<file path="src/rtl/core/smv_pkg.sv">
// ----------------------------------------------------------------------------
// smv_pkg
// Shared types and constants of the sample mean / variance / min / max core.
// ----------------------------------------------------------------------------
package smv_pkg;

  localparam int SAMPLE_W    = 16;
  localparam int VAR_W       = 32;
  localparam int COUNT_OUT_W = 17;
  localparam int QUEUE_DEPTH = 2;

  localparam logic signed [SAMPLE_W-1:0] SAMPLE_POS_MAX = 16'sh7FFF;
  localparam logic signed [SAMPLE_W-1:0] SAMPLE_NEG_MAX = 16'sh8000;

  // Sequencer of the finishing arithmetic. Each operation has a launch
  // state and a wait state.
  typedef enum logic [3:0] {
    ST_IDLE,
    ST_DIV_MEAN,
    ST_DIV_MEAN_W,
    ST_MUL_QN,
    ST_MUL_QN_W,
    ST_MUL_QT,
    ST_MUL_QT_W,
    ST_DIV_VAR,
    ST_DIV_VAR_W,
    ST_MUL_NM,
    ST_MUL_NM_W,
    ST_MUL_RR,
    ST_MUL_RR_W,
    ST_FINISH
  } back_state_t;

endpackage

</file>
<file path="src/rtl/core/smv_queue.sv">
// ----------------------------------------------------------------------------
// smv_queue
// Short first-in first-out queue carrying set totals from front to back.
// ----------------------------------------------------------------------------
module smv_queue #(
  parameter int DW = 8
) (
  input  logic          clk,
  input  logic          rst_n,
  input  logic          push,
  input  logic [DW-1:0] wdata,
  input  logic          pop,
  output logic [DW-1:0] rdata,
  output logic          full,
  output logic          empty
);

  localparam int DEPTH = smv_pkg::QUEUE_DEPTH;
  localparam int PTR_W = (DEPTH > 1) ? $clog2(DEPTH) : 1;
  localparam int CNT_W = $clog2(DEPTH + 1);

  logic [DW-1:0]    store_r [DEPTH];
  logic [PTR_W-1:0] wr_ptr_r, wr_ptr_nxt;
  logic [PTR_W-1:0] rd_ptr_r, rd_ptr_nxt;
  logic [CNT_W-1:0] cnt_r, cnt_nxt;
  logic             do_push;
  logic             do_pop;

  assign do_push = push && !full;
  assign do_pop  = pop && !empty;
  assign full    = (cnt_r == CNT_W'(DEPTH));
  assign empty   = (cnt_r == '0);
  assign rdata   = store_r[rd_ptr_r];

  always_comb begin
    wr_ptr_nxt = wr_ptr_r;
    rd_ptr_nxt = rd_ptr_r;
    cnt_nxt    = cnt_r;
    if (do_push) begin
      wr_ptr_nxt = (wr_ptr_r == PTR_W'(DEPTH - 1)) ? '0 : wr_ptr_r + PTR_W'(1);
    end
    if (do_pop) begin
      rd_ptr_nxt = (rd_ptr_r == PTR_W'(DEPTH - 1)) ? '0 : rd_ptr_r + PTR_W'(1);
    end
    if (do_push && !do_pop) begin
      cnt_nxt = cnt_r + CNT_W'(1);
    end else if (do_pop && !do_push) begin
      cnt_nxt = cnt_r - CNT_W'(1);
    end
  end

  always_ff @(posedge clk) begin
    if (!rst_n) begin
      wr_ptr_r <= '0;
      rd_ptr_r <= '0;
      cnt_r    <= '0;
    end else begin
      wr_ptr_r <= wr_ptr_nxt;
      rd_ptr_r <= rd_ptr_nxt;
      cnt_r    <= cnt_nxt;
    end
  end

  always_ff @(posedge clk) begin
    if (do_push) begin
      store_r[wr_ptr_r] <= wdata;
    end
  end

endmodule

</file>
<file path="src/rtl/core/smv_front.sv">
// ----------------------------------------------------------------------------
// smv_front
// Accumulates count, sum, sum of squares, minimum and maximum of a set, one
// sample per cycle unless the queue is full, and queues each set's totals.
// ----------------------------------------------------------------------------
module smv_front #(
  parameter int MAX_SAMPLES = 65536,
  parameter int CW          = $clog2(MAX_SAMPLES + 1),
  parameter int SW          = smv_pkg::SAMPLE_W + CW,
  parameter int QW          = 30 + CW,
  parameter int SNAP_W      = 1 + 2 * smv_pkg::SAMPLE_W + QW + SW + CW
) (
  input  logic                                clk,
  input  logic                                rst_n,
  input  logic                                in_push,
  input  logic signed [smv_pkg::SAMPLE_W-1:0] in_sample,
  input  logic                                in_last,
  input  logic                                q_full,
  output logic                                q_push,
  output logic [SNAP_W-1:0]                   q_wdata
);

  typedef struct packed {
    logic                                ovf;
    logic signed [smv_pkg::SAMPLE_W-1:0] max;
    logic signed [smv_pkg::SAMPLE_W-1:0] min;
    logic [QW-1:0]                       sq;
    logic signed [SW-1:0]                sum;
    logic [CW-1:0]                       cnt;
  } snap_t;

  logic [CW-1:0]                       cnt_r, cnt_nxt;
  logic signed [SW-1:0]                sum_r, sum_nxt;
  logic [QW-1:0]                       sq_r, sq_nxt;
  logic signed [smv_pkg::SAMPLE_W-1:0] min_r, min_nxt;
  logic signed [smv_pkg::SAMPLE_W-1:0] max_r, max_nxt;
  logic                                ovf_r, ovf_nxt;
  logic signed [31:0]                  square;
  logic                                accept;
  logic                                room;
  snap_t                               snap;

  assign accept = in_push && !q_full;
  assign room   = (cnt_r < CW'(MAX_SAMPLES));
  assign square = in_sample * in_sample;

  always_comb begin
    cnt_nxt = cnt_r;
    sum_nxt = sum_r;
    sq_nxt  = sq_r;
    min_nxt = min_r;
    max_nxt = max_r;
    ovf_nxt = ovf_r;
    if (room) begin
      cnt_nxt = cnt_r + CW'(1);
      sum_nxt = sum_r + SW'(in_sample);
      sq_nxt  = sq_r + QW'(square[30:0]);
      if (in_sample < min_r) begin
        min_nxt = in_sample;
      end
      if (in_sample > max_r) begin
        max_nxt = in_sample;
      end
    end else begin
      ovf_nxt = 1'b1;
    end
  end

  // The totals including the final sample go straight into the queue.
  always_comb begin
    snap.ovf = ovf_nxt;
    snap.max = max_nxt;
    snap.min = min_nxt;
    snap.sq  = sq_nxt;
    snap.sum = sum_nxt;
    snap.cnt = cnt_nxt;
  end

  assign q_wdata = snap;
  assign q_push  = accept && in_last;

  always_ff @(posedge clk) begin
    if (!rst_n) begin
      cnt_r <= '0;
      sum_r <= '0;
      sq_r  <= '0;
      min_r <= smv_pkg::SAMPLE_POS_MAX;
      max_r <= smv_pkg::SAMPLE_NEG_MAX;
      ovf_r <= 1'b0;
    end else if (accept) begin
      if (in_last) begin
        cnt_r <= '0;
        sum_r <= '0;
        sq_r  <= '0;
        min_r <= smv_pkg::SAMPLE_POS_MAX;
        max_r <= smv_pkg::SAMPLE_NEG_MAX;
        ovf_r <= 1'b0;
      end else begin
        cnt_r <= cnt_nxt;
        sum_r <= sum_nxt;
        sq_r  <= sq_nxt;
        min_r <= min_nxt;
        max_r <= max_nxt;
        ovf_r <= ovf_nxt;
      end
    end
  end

endmodule

</file>
<file path="src/rtl/core/smv_mul.sv">
// ----------------------------------------------------------------------------
// smv_mul
// Unsigned shift-and-add multiplier, one bit of operand b per cycle, most
// significant bit first.
// ----------------------------------------------------------------------------
module smv_mul #(
  parameter int AW = 16,
  parameter int BW = 16
) (
  input  logic               clk,
  input  logic               rst_n,
  input  logic               start,
  input  logic [AW-1:0]      a,
  input  logic [BW-1:0]      b,
  output logic               done,
  output logic [AW+BW-1:0]   prod
);

  localparam int PW    = AW + BW;
  localparam int CNT_W = $clog2(BW + 1);

  logic [AW-1:0]    a_r;
  logic [BW-1:0]    b_r;
  logic [PW-1:0]    prod_r, prod_nxt;
  logic [CNT_W-1:0] cnt_r;
  logic             busy_r;
  logic             done_r;

  assign prod_nxt = {prod_r[PW-2:0], 1'b0} + (b_r[BW-1] ? PW'(a_r) : '0);
  assign prod     = prod_r;
  assign done     = done_r;

  always_ff @(posedge clk) begin
    if (!rst_n) begin
      busy_r <= 1'b0;
      done_r <= 1'b0;
      cnt_r  <= '0;
    end else begin
      done_r <= 1'b0;
      if (start) begin
        busy_r <= 1'b1;
        cnt_r  <= CNT_W'(BW);
      end else if (busy_r) begin
        cnt_r <= cnt_r - CNT_W'(1);
        if (cnt_r == CNT_W'(1)) begin
          busy_r <= 1'b0;
          done_r <= 1'b1;
        end
      end
    end
  end

  always_ff @(posedge clk) begin
    if (start) begin
      a_r    <= a;
      b_r    <= b;
      prod_r <= '0;
    end else if (busy_r) begin
      b_r    <= {b_r[BW-2:0], 1'b0};
      prod_r <= prod_nxt;
    end
  end

endmodule

</file>
<file path="src/rtl/core/smv_div.sv">
// ----------------------------------------------------------------------------
// smv_div
// Unsigned restoring divider, one quotient bit per cycle.
// ----------------------------------------------------------------------------
module smv_div #(
  parameter int NW = 32,
  parameter int DW = 16
) (
  input  logic          clk,
  input  logic          rst_n,
  input  logic          start,
  input  logic [NW-1:0] dividend,
  input  logic [DW-1:0] divisor,
  output logic          done,
  output logic [NW-1:0] quotient,
  output logic [DW-1:0] remainder
);

  localparam int CNT_W = $clog2(NW + 1);

  logic [NW-1:0]    quo_r;
  logic [DW-1:0]    rem_r, rem_nxt;
  logic [DW-1:0]    div_r;
  logic [DW:0]      trial;
  logic [DW:0]      diff;
  logic             fits;
  logic [CNT_W-1:0] cnt_r;
  logic             busy_r;
  logic             done_r;

  // The partial remainder stays below the divisor, so the difference fits.
  assign trial   = {rem_r, quo_r[NW-1]};
  assign fits    = (trial >= {1'b0, div_r});
  assign diff    = trial - {1'b0, div_r};
  assign rem_nxt = fits ? diff[DW-1:0] : trial[DW-1:0];

  assign quotient  = quo_r;
  assign remainder = rem_r;
  assign done      = done_r;

  always_ff @(posedge clk) begin
    if (!rst_n) begin
      busy_r <= 1'b0;
      done_r <= 1'b0;
      cnt_r  <= '0;
    end else begin
      done_r <= 1'b0;
      if (start) begin
        busy_r <= 1'b1;
        cnt_r  <= CNT_W'(NW);
      end else if (busy_r) begin
        cnt_r <= cnt_r - CNT_W'(1);
        if (cnt_r == CNT_W'(1)) begin
          busy_r <= 1'b0;
          done_r <= 1'b1;
        end
      end
    end
  end

  always_ff @(posedge clk) begin
    if (start) begin
      quo_r <= dividend;
      rem_r <= '0;
      div_r <= divisor;
    end else if (busy_r) begin
      quo_r <= {quo_r[NW-2:0], fits};
      rem_r <= rem_nxt;
    end
  end

endmodule

</file>
<file path="src/rtl/core/smv_back.sv">
// ----------------------------------------------------------------------------
// smv_back
// Turns the totals of one set into mean and unbiased variance with a shared
// serial divider and multiplier, and holds the result for the output side.
// ----------------------------------------------------------------------------
module smv_back #(
  parameter int MAX_SAMPLES = 65536,
  parameter int CW          = $clog2(MAX_SAMPLES + 1),
  parameter int SW          = smv_pkg::SAMPLE_W + CW,
  parameter int QW          = 30 + CW,
  parameter int SNAP_W      = 1 + 2 * smv_pkg::SAMPLE_W + QW + SW + CW
) (
  input  logic                                   clk,
  input  logic                                   rst_n,
  input  logic                                   q_empty,
  input  logic [SNAP_W-1:0]                      q_rdata,
  output logic                                   q_pop,
  input  logic                                   out_pop,
  output logic                                   out_empty,
  output logic signed [smv_pkg::SAMPLE_W-1:0]    out_mean,
  output logic [smv_pkg::VAR_W-1:0]              out_sample_variance,
  output logic signed [smv_pkg::SAMPLE_W-1:0]    out_minimum,
  output logic signed [smv_pkg::SAMPLE_W-1:0]    out_maximum,
  output logic [smv_pkg::COUNT_OUT_W-1:0]        out_sample_count,
  output logic                                   out_degenerate
);

  localparam int AW  = smv_pkg::SAMPLE_W - 1 + CW;  // magnitude of the sum
  localparam int MAW = smv_pkg::SAMPLE_W + CW;      // wide multiplier operand
  localparam int MBW = (CW > smv_pkg::SAMPLE_W) ? CW : smv_pkg::SAMPLE_W;
  localparam int PW  = MAW + MBW;
  localparam int SQ  = smv_pkg::SAMPLE_W;

  typedef struct packed {
    logic                 ovf;
    logic signed [SQ-1:0] max;
    logic signed [SQ-1:0] min;
    logic [QW-1:0]        sq;
    logic signed [SW-1:0] sum;
    logic [CW-1:0]        cnt;
  } snap_t;

  typedef struct packed {
    logic div_start;
    logic mul_start;
    logic res_load;
  } ctrl_t;

  smv_pkg::back_state_t state_r, state_nxt;
  ctrl_t                ctrl;
  snap_t                snap;

  logic [CW-1:0]        n_r;
  logic                 neg_r;
  logic [AW-1:0]        abs_r;
  logic [QW-1:0]        sq_r;
  logic signed [SQ-1:0] min_r;
  logic signed [SQ-1:0] max_r;
  logic                 ovf_r;
  logic [SQ-1:0]        q_r;
  logic [CW-1:0]        r_r;
  logic [MAW-1:0]       t_r;
  logic [QW-1:0]        a_r;
  logic [QW-1:0]        k_r;
  logic [CW-1:0]        m_r;
  logic [PW-1:0]        nm_r;
  logic [SW-1:0]        sum_neg;
  logic                 few;

  logic [QW-1:0]        div_dividend;
  logic [CW-1:0]        div_divisor;
  logic                 div_done;
  logic [QW-1:0]        div_quo;
  logic [CW-1:0]        div_rem;
  logic [MAW-1:0]       mul_a;
  logic [MBW-1:0]       mul_b;
  logic                 mul_done;
  logic [PW-1:0]        mul_prod;

  logic [PW-1:0]        sq_wide;
  logic [QW-1:0]        k_adj;
  logic [smv_pkg::VAR_W-1:0] var_fin;

  logic                            res_valid_r;
  logic signed [SQ-1:0]            res_mean_r;
  logic [smv_pkg::VAR_W-1:0]       res_var_r;
  logic signed [SQ-1:0]            res_min_r;
  logic signed [SQ-1:0]            res_max_r;
  logic [smv_pkg::COUNT_OUT_W-1:0] res_cnt_r;
  logic                            res_degen_r;

  assign snap    = q_rdata;
  assign sum_neg = -snap.sum;
  assign few     = (n_r < CW'(2));

  // Next state.
  always_comb begin
    state_nxt = state_r;
    unique case (state_r)
      smv_pkg::ST_IDLE: begin
        if (!q_empty) state_nxt = smv_pkg::ST_DIV_MEAN;
      end
      smv_pkg::ST_DIV_MEAN:   state_nxt = smv_pkg::ST_DIV_MEAN_W;
      smv_pkg::ST_DIV_MEAN_W: begin
        if (div_done) state_nxt = few ? smv_pkg::ST_FINISH : smv_pkg::ST_MUL_QN;
      end
      smv_pkg::ST_MUL_QN:     state_nxt = smv_pkg::ST_MUL_QN_W;
      smv_pkg::ST_MUL_QN_W: begin
        if (mul_done) state_nxt = smv_pkg::ST_MUL_QT;
      end
      smv_pkg::ST_MUL_QT:     state_nxt = smv_pkg::ST_MUL_QT_W;
      smv_pkg::ST_MUL_QT_W: begin
        if (mul_done) state_nxt = smv_pkg::ST_DIV_VAR;
      end
      smv_pkg::ST_DIV_VAR:    state_nxt = smv_pkg::ST_DIV_VAR_W;
      smv_pkg::ST_DIV_VAR_W: begin
        if (div_done) state_nxt = smv_pkg::ST_MUL_NM;
      end
      smv_pkg::ST_MUL_NM:     state_nxt = smv_pkg::ST_MUL_NM_W;
      smv_pkg::ST_MUL_NM_W: begin
        if (mul_done) state_nxt = smv_pkg::ST_MUL_RR;
      end
      smv_pkg::ST_MUL_RR:     state_nxt = smv_pkg::ST_MUL_RR_W;
      smv_pkg::ST_MUL_RR_W: begin
        if (mul_done) state_nxt = smv_pkg::ST_FINISH;
      end
      smv_pkg::ST_FINISH: begin
        if (!res_valid_r || out_pop) state_nxt = smv_pkg::ST_IDLE;
      end
      default: state_nxt = smv_pkg::ST_IDLE;
    endcase
  end

  // Outputs of the sequencer.
  always_comb begin
    q_pop          = 1'b0;
    ctrl           = '0;
    div_dividend   = QW'(abs_r);
    div_divisor    = n_r;
    mul_a          = MAW'(n_r);
    mul_b          = MBW'(q_r);
    unique case (state_r)
      smv_pkg::ST_IDLE:     q_pop = !q_empty;
      smv_pkg::ST_DIV_MEAN: ctrl.div_start = 1'b1;
      smv_pkg::ST_MUL_QN:   ctrl.mul_start = 1'b1;
      smv_pkg::ST_MUL_QT: begin
        ctrl.mul_start = 1'b1;
        mul_a          = t_r;
      end
      smv_pkg::ST_DIV_VAR: begin
        ctrl.div_start = 1'b1;
        div_dividend   = a_r;
        div_divisor    = n_r - CW'(1);
      end
      smv_pkg::ST_MUL_NM: begin
        ctrl.mul_start = 1'b1;
        mul_b          = MBW'(m_r);
      end
      smv_pkg::ST_MUL_RR: begin
        ctrl.mul_start = 1'b1;
        mul_a          = MAW'(r_r);
        mul_b          = MBW'(r_r);
      end
      smv_pkg::ST_FINISH:   ctrl.res_load = !res_valid_r || out_pop;
      default: begin
      end
    endcase
  end

  smv_div #(
    .NW (QW),
    .DW (CW)
  ) u_div (
    .clk       (clk),
    .rst_n     (rst_n),
    .start     (ctrl.div_start),
    .dividend  (div_dividend),
    .divisor   (div_divisor),
    .done      (div_done),
    .quotient  (div_quo),
    .remainder (div_rem)
  );

  smv_mul #(
    .AW (MAW),
    .BW (MBW)
  ) u_mul (
    .clk   (clk),
    .rst_n (rst_n),
    .start (ctrl.mul_start),
    .a     (mul_a),
    .b     (mul_b),
    .done  (mul_done),
    .prod  (mul_prod)
  );

  assign sq_wide = PW'(sq_r);

  // With |S| = q*n + r, the exact quotient is k, or k - 1 when n*m < r*r.
  // In the finishing state the multiplier still holds r*r.
  assign k_adj   = ((nm_r < mul_prod) && (k_r != '0)) ? k_r - QW'(1) : k_r;
  assign var_fin = few ? '0 :
                   (k_adj > QW'({smv_pkg::VAR_W{1'b1}})) ? {smv_pkg::VAR_W{1'b1}} :
                   k_adj[smv_pkg::VAR_W-1:0];

  always_ff @(posedge clk) begin
    if (!rst_n) begin
      state_r     <= smv_pkg::ST_IDLE;
      res_valid_r <= 1'b0;
    end else begin
      state_r <= state_nxt;
      if (ctrl.res_load) begin
        res_valid_r <= 1'b1;
      end else if (out_pop) begin
        res_valid_r <= 1'b0;
      end
    end
  end

  always_ff @(posedge clk) begin
    if (q_pop) begin
      n_r   <= snap.cnt;
      neg_r <= snap.sum[SW-1];
      abs_r <= snap.sum[SW-1] ? sum_neg[AW-1:0] : snap.sum[AW-1:0];
      sq_r  <= snap.sq;
      min_r <= snap.min;
      max_r <= snap.max;
      ovf_r <= snap.ovf;
    end
    if ((state_r == smv_pkg::ST_DIV_MEAN_W) && div_done) begin
      q_r <= (n_r == '0) ? '0 : div_quo[SQ-1:0];
      r_r <= div_rem;
    end
    if ((state_r == smv_pkg::ST_MUL_QN_W) && mul_done) begin
      t_r <= mul_prod[MAW-1:0] + MAW'({r_r, 1'b0});
    end
    if ((state_r == smv_pkg::ST_MUL_QT_W) && mul_done) begin
      a_r <= (sq_wide >= mul_prod) ? QW'(sq_wide - mul_prod) : '0;
    end
    if ((state_r == smv_pkg::ST_DIV_VAR_W) && div_done) begin
      k_r <= div_quo;
      m_r <= div_rem;
    end
    if ((state_r == smv_pkg::ST_MUL_NM_W) && mul_done) begin
      nm_r <= mul_prod;
    end
    if (ctrl.res_load) begin
      res_mean_r  <= neg_r ? -q_r : q_r;
      res_var_r   <= var_fin;
      res_min_r   <= min_r;
      res_max_r   <= max_r;
      res_cnt_r   <= smv_pkg::COUNT_OUT_W'(n_r);
      res_degen_r <= ovf_r || few;
    end
  end

  assign out_empty           = !res_valid_r;
  assign out_mean            = res_mean_r;
  assign out_sample_variance = res_var_r;
  assign out_minimum         = res_min_r;
  assign out_maximum         = res_max_r;
  assign out_sample_count    = res_cnt_r;
  assign out_degenerate      = res_degen_r;

endmodule

</file>
<file path="src/rtl/core/sample_mean_variance_min_max_core.sv">
// ----------------------------------------------------------------------------
// sample_mean_variance_min_max_core
// Mean, unbiased variance, minimum and maximum over sets of fixed-point
// samples.
// ----------------------------------------------------------------------------
// Samples are taken one per clock cycle while in_full is low. A front
// accumulator keeps count, sum, sum of squares, minimum and maximum; a
// transaction with in_last high closes the set and moves its totals into a
// two-entry queue. The back end works on one set at a time with a serial
// divider (one bit per cycle, QW = 30 + clog2(MAX_SAMPLES + 1) bits) and a
// serial multiplier (one bit per cycle over max(16, clog2(MAX_SAMPLES + 1))
// bits). These serial units set the rate of sets; in_full rises while the
// queue holds two finished sets. A finished result waits on the out_ ports
// while the next set is already worked on. Samples beyond MAX_SAMPLES in a
// set are dropped from the statistics and mark the result as degenerate.
module sample_mean_variance_min_max_core #(
  parameter int MAX_SAMPLES = 65536
) (
  input  logic                                clk,
  input  logic                                rst_n,
  input  logic                                in_push,
  output logic                                in_full,
  input  logic signed [smv_pkg::SAMPLE_W-1:0] in_sample,
  input  logic                                in_last,
  output logic                                out_empty,
  input  logic                                out_pop,
  output logic signed [smv_pkg::SAMPLE_W-1:0] out_mean,
  output logic [smv_pkg::VAR_W-1:0]           out_sample_variance,
  output logic signed [smv_pkg::SAMPLE_W-1:0] out_minimum,
  output logic signed [smv_pkg::SAMPLE_W-1:0] out_maximum,
  output logic [smv_pkg::COUNT_OUT_W-1:0]     out_sample_count,
  output logic                                out_degenerate
);

  localparam int CW     = $clog2(MAX_SAMPLES + 1);
  localparam int SW     = smv_pkg::SAMPLE_W + CW;
  localparam int QW     = 30 + CW;
  localparam int SNAP_W = 1 + 2 * smv_pkg::SAMPLE_W + QW + SW + CW;

  logic              q_push;
  logic              q_pop;
  logic              q_full;
  logic              q_empty;
  logic [SNAP_W-1:0] q_wdata;
  logic [SNAP_W-1:0] q_rdata;

  assign in_full = q_full;

  smv_front #(
    .MAX_SAMPLES (MAX_SAMPLES),
    .CW          (CW),
    .SW          (SW),
    .QW          (QW),
    .SNAP_W      (SNAP_W)
  ) u_front (
    .clk       (clk),
    .rst_n     (rst_n),
    .in_push   (in_push),
    .in_sample (in_sample),
    .in_last   (in_last),
    .q_full    (q_full),
    .q_push    (q_push),
    .q_wdata   (q_wdata)
  );

  smv_queue #(
    .DW (SNAP_W)
  ) u_queue (
    .clk   (clk),
    .rst_n (rst_n),
    .push  (q_push),
    .wdata (q_wdata),
    .pop   (q_pop),
    .rdata (q_rdata),
    .full  (q_full),
    .empty (q_empty)
  );

  smv_back #(
    .MAX_SAMPLES (MAX_SAMPLES),
    .CW          (CW),
    .SW          (SW),
    .QW          (QW),
    .SNAP_W      (SNAP_W)
  ) u_back (
    .clk                 (clk),
    .rst_n               (rst_n),
    .q_empty             (q_empty),
    .q_rdata             (q_rdata),
    .q_pop               (q_pop),
    .out_pop             (out_pop),
    .out_empty           (out_empty),
    .out_mean            (out_mean),
    .out_sample_variance (out_sample_variance),
    .out_minimum         (out_minimum),
    .out_maximum         (out_maximum),
    .out_sample_count    (out_sample_count),
    .out_degenerate      (out_degenerate)
  );

endmodule

</file>
<file path="config.mk">
export PLATFORM = sky130hd
export DESIGN_NAME = sample_mean_variance_min_max_core
export DESIGN_NICKNAME = d
export VERILOG_FILES = /design/src/rtl/core/smv_pkg.sv /design/src/rtl/core/smv_queue.sv /design/src/rtl/core/smv_front.sv /design/src/rtl/core/smv_mul.sv /design/src/rtl/core/smv_div.sv /design/src/rtl/core/smv_back.sv /design/src/rtl/core/sample_mean_variance_min_max_core.sv
export SDC_FILE = /design/constraint.sdc
export NUM_CORES = 2
export LEC_CHECK = 0
export BUFFER_PORTS_ARGS = -buffer_cell sky130_fd_sc_hd__buf_2
export CORE_ASPECT_RATIO = 1.4
export CORE_MARGIN = 1.5
export CORE_UTILIZATION = 55
export DETAILED_ROUTE_END_ITERATION = 10
export HOLD_SLACK_MARGIN = 0.15
export PLACE_DENSITY = 0.69
export SKIP_LAST_GASP = 1
export SLEW_MARGIN = 20
export SYNTH_ARGS = -nofsm -noshare
export SYNTH_HDL_FRONTEND = slang
export SYNTH_SLANG_ARGS = --single-unit
</file>
<file path="constraint.sdc">
create_clock -name clk -period 18.6 [get_ports clk]
set_input_delay 2.79 -clock clk [delete_from_list [all_inputs] [get_ports clk]]
set_output_delay 2.79 -clock clk [all_outputs]
set_load 0.05 [all_outputs]
</file>
==> results by group <==
STA
  • Setup-failing EPs final: 0
  • Max Fclk: 90.9 MHz
  • Rel. slew slack: 0.182
  • Final Cycle Share: 0.591
  • TNS Setup: 0 ps
  • Hold Violations, Final: 0
  • Fin crit period: between 10000 and 15000 ps
  • Slew @ Worst Pin: 1220 ps
  • Min Hold Slack: 418 ps
  • RSZ-0062 raised after global routing: no
  • Slew Limit Fails: 0
  • Setup Skew: roughly 45 ps

Worst setup path
  • Worst Setup Start Kind: input port
  • Worst Path Arrival: 11640 ps
  • Crit path from: in_sample[13]
  • CP Class: in -> reg
  • Crit path max fanout: 18
  • Max stage delay on crit path: roughly 620 ps
  • Crit end category: register
  • Cell at the slowest stage of the critical path: o31ai_2
  • Data required, critical path: roughly 19000 ps
  • Most Frequent Cell on Critical Path: fa_1
  • Crit Reg-Reg Startpoint: u_back.sq_r[0]
  • Worst Reg-to-Reg Cells: 14

Layout
  • # fillers: 9014
  • Layout cell share with drive strength beyond 1: 0.0963
  • Final Instance Count excl. Fillers: just over 7000
  • Final net count: 6212
  • Seq. cell area: 29300 um^2
  • Ant diodes: 0
  • Layout area overhead: 9.15%
  • Footprint of the multi-input gates: 28900 um^2

Run status
  • Status: completed

Placement
  • Number of port buffers: between 100 and 150
  • Placed cells: 6958
  • GPL Wtd Cong: ~0.96
  • Final HPWL DP: 111000 um

Hold path
  • HP Class: reg -> reg
  • Hold path startpoint: u_back.min_r[13]
  • Hold depth: 0

Synth
  • Seq cells post-synth: 1051
  • Leading area contributor after synthesis: edfxtp_1
  • Total nets after synthesis: 6154
  • Top cell type's share of synthesized area: 0.409
  • Main synth FF type: edfxtp_1
  • Synth warn: 0
  • Avg Inst Size Synth: 11.0 um^2
  • Count of unique library cells instantiated by Yosys: 96
  • Post-Synthesis Cell Area: 60900 um^2
  • Async SR Flop Fraction: 0
  • Post-synthesis sequential area ratio: 0.482
  • Post-Syn Instances: 5544
  • Top cells by area, synth: edfxtp_1 41%, fa_1 7.6%, ha_1 7.3%, dfxtp_1 7.3%, xnor2_1 3.4%
  • EDFF count, synth: 829

Detailed routing
  • Post-DRT Antenna Nets: 0
  • 1st-pass router iterations: 5
  • Total Routed Length: 150000 um
  • Initial DRC count: roughly 2700
  • Per-cell routed wire length: between 20 and 25 um
  • Vias: 41200
  • Mean number of vias per cell: 5.76
  • Drt drc: 0

Run
  • Max Cap Viol: 0

Clocking
  • H-tree lvl count: 3
  • Clock slew at reported path FFs: 60 ps
  • CTS resizes: 0
  • Hold_buf cts: 0
  • Deepest clock path buffer count: 3
  • Post-CTS setup buffers: 0
  • CTS tree: built
  • Total CTS buffers: 101
  • CTS root buf: clkbuf_16
  • Clock sink count: 1051
  • Worst-Skew Late Latency: between 700 and 800 ps

GRT
  • Antenna violations before repair: 1
  • Largest net degree at the start of global routing: between 80 and 90
  • First-pass GRT wire length: 233000 um
  • GR Overflow Total: 0
  • Global-route usage over all layers: 0.266
  • Vias in the first global route: 41300

Floorplanning
  • Io pins: 121
  • Core Area: between 100000 and 150000 um^2
  • FP Rows: 144
  • Initial core utilization: 0.554
  • Die area: about 110000 um^2
  • DIE HEIGHT: just under 400 um
  • Die Width: 284 um
==> sequential cells by signal, indices dropped and copies added (netlist names), 33 cells and up, named ones only <==
register,flops
u_queue.store_r,260
u_back.nm_r,50
u_back.u_mul.prod,50
u_back.a_r,47
u_back.k_r,47
u_back.sq_r,47
u_back.u_div.quotient,47
u_front.sq_r,47
u_back.t_r,33
u_back.u_mul.a_r,33
u_front.sum_r,33
==> per-stage QoR <==
| step | worst slack, ps | area, um^2 | util |
|---|---|---|---|
| floorplan | 8280 | 60900 | - |
| global placement | 6700 | 62900 | 0.573 |
| global route | 7000 | 66500 | 0.605 |
| detailed placement | 6540 | 62900 | 0.573 |
| finish | 7600 | 66500 | 0.605 |
| CTS | 7290 | 66400 | 0.604 |
==> cell usage after synthesis, types with 120 or more instances <==
cell type / n
o21ai_0: 263
a21oi_1: 244
ha_1: 357
dfxtp_1: 222
nand2_1: 485
a21o_1: 120
clkbuf_1: 199
xnor2_1: 239
edfxtp_1: 829
fa_1: 232
nor2_1: 376
inv_1: 500
==> logic make-up (layout without fill, tap and decap cells) <==
kind of cell	after synthesis	count (layout)	synth area share
AND/OR/NAND/NOR	1494	1494	0.117
buffers and inverters	723	869	0.0452
multiplexers	187	187	0.0332
AO/OA/AOI/OAI	1148	1148	0.123
flip-flops	1051	1051	0.482
adder cells (fa/ha/maj)	589	589	0.150
XOR/XNOR	352	352	0.0506
==> cell usage in the layout, fill, tap and decap left out, types with 113 or more instances in the layout <==
master / n
a21o_1: 120
a21oi_1: 244
and2_1: 117
buf_2: 120
dfxtp_1: 219
edfxtp_1: 829
fa_1: 232
ha_1: 357
inv_1: 497
mux2_2: 119
nand2_1: 483
nand3_1: 114
nor2_1: 373
o21ai_0: 263
xnor2_1: 239
xor2_1: 113
==> worst max-delay path: cells and delay by family <==
family	cells	cell delay, ps
adders and majority gates	8	3540
AOI/OAI and AO/OA	10	2720
and+or+nand+nor	5	1230
buffers and inverters	5	980
xor gates and xnor gates	2	360
==> worst paths after layout <==
path / endpoint / slack, ps
min: u_back.out_minimum[13] / 420
max reg2reg: u_back.a_r[3] / 13000
max: u_front.sq_r[39] / 7600
min reg2reg: u_back.out_minimum[13] / 420
==> layout make-up <==
cell class | count | area share
Sequential cell | 1051 | 0.442
Multi-Input combinational cell | 3770 | 0.434
Clock buffer | 131 | 0.0409
Inverter | 505 | 0.0286
Tap cell | 1460 | 0.0275
Timing Repair Buffer | 173 | 0.0152
Clock inverter | 60 | 0.0119
==> routing by layer <==
| metal | share of wire | up-vias | GRT usage | wire [um] |
|---|---|---|---|---|
| met3 | 0.037 | 327 | 0.0257 | 5500 |
| met2 | 0.50 | 1004 | 0.474 | 75700 |
| met5 | 0 | - | 0 | 0 |
| li1 | - | 19800 | - | - |
| met4 | 0.065 | 0 | 0.160 | 9720 |
| met1 | 0.39 | 20100 | 0.310 | 59200 |
Power is not shown: default switching activity piles up to over one toggle a cycle in this logic, so the estimate is an artifact.
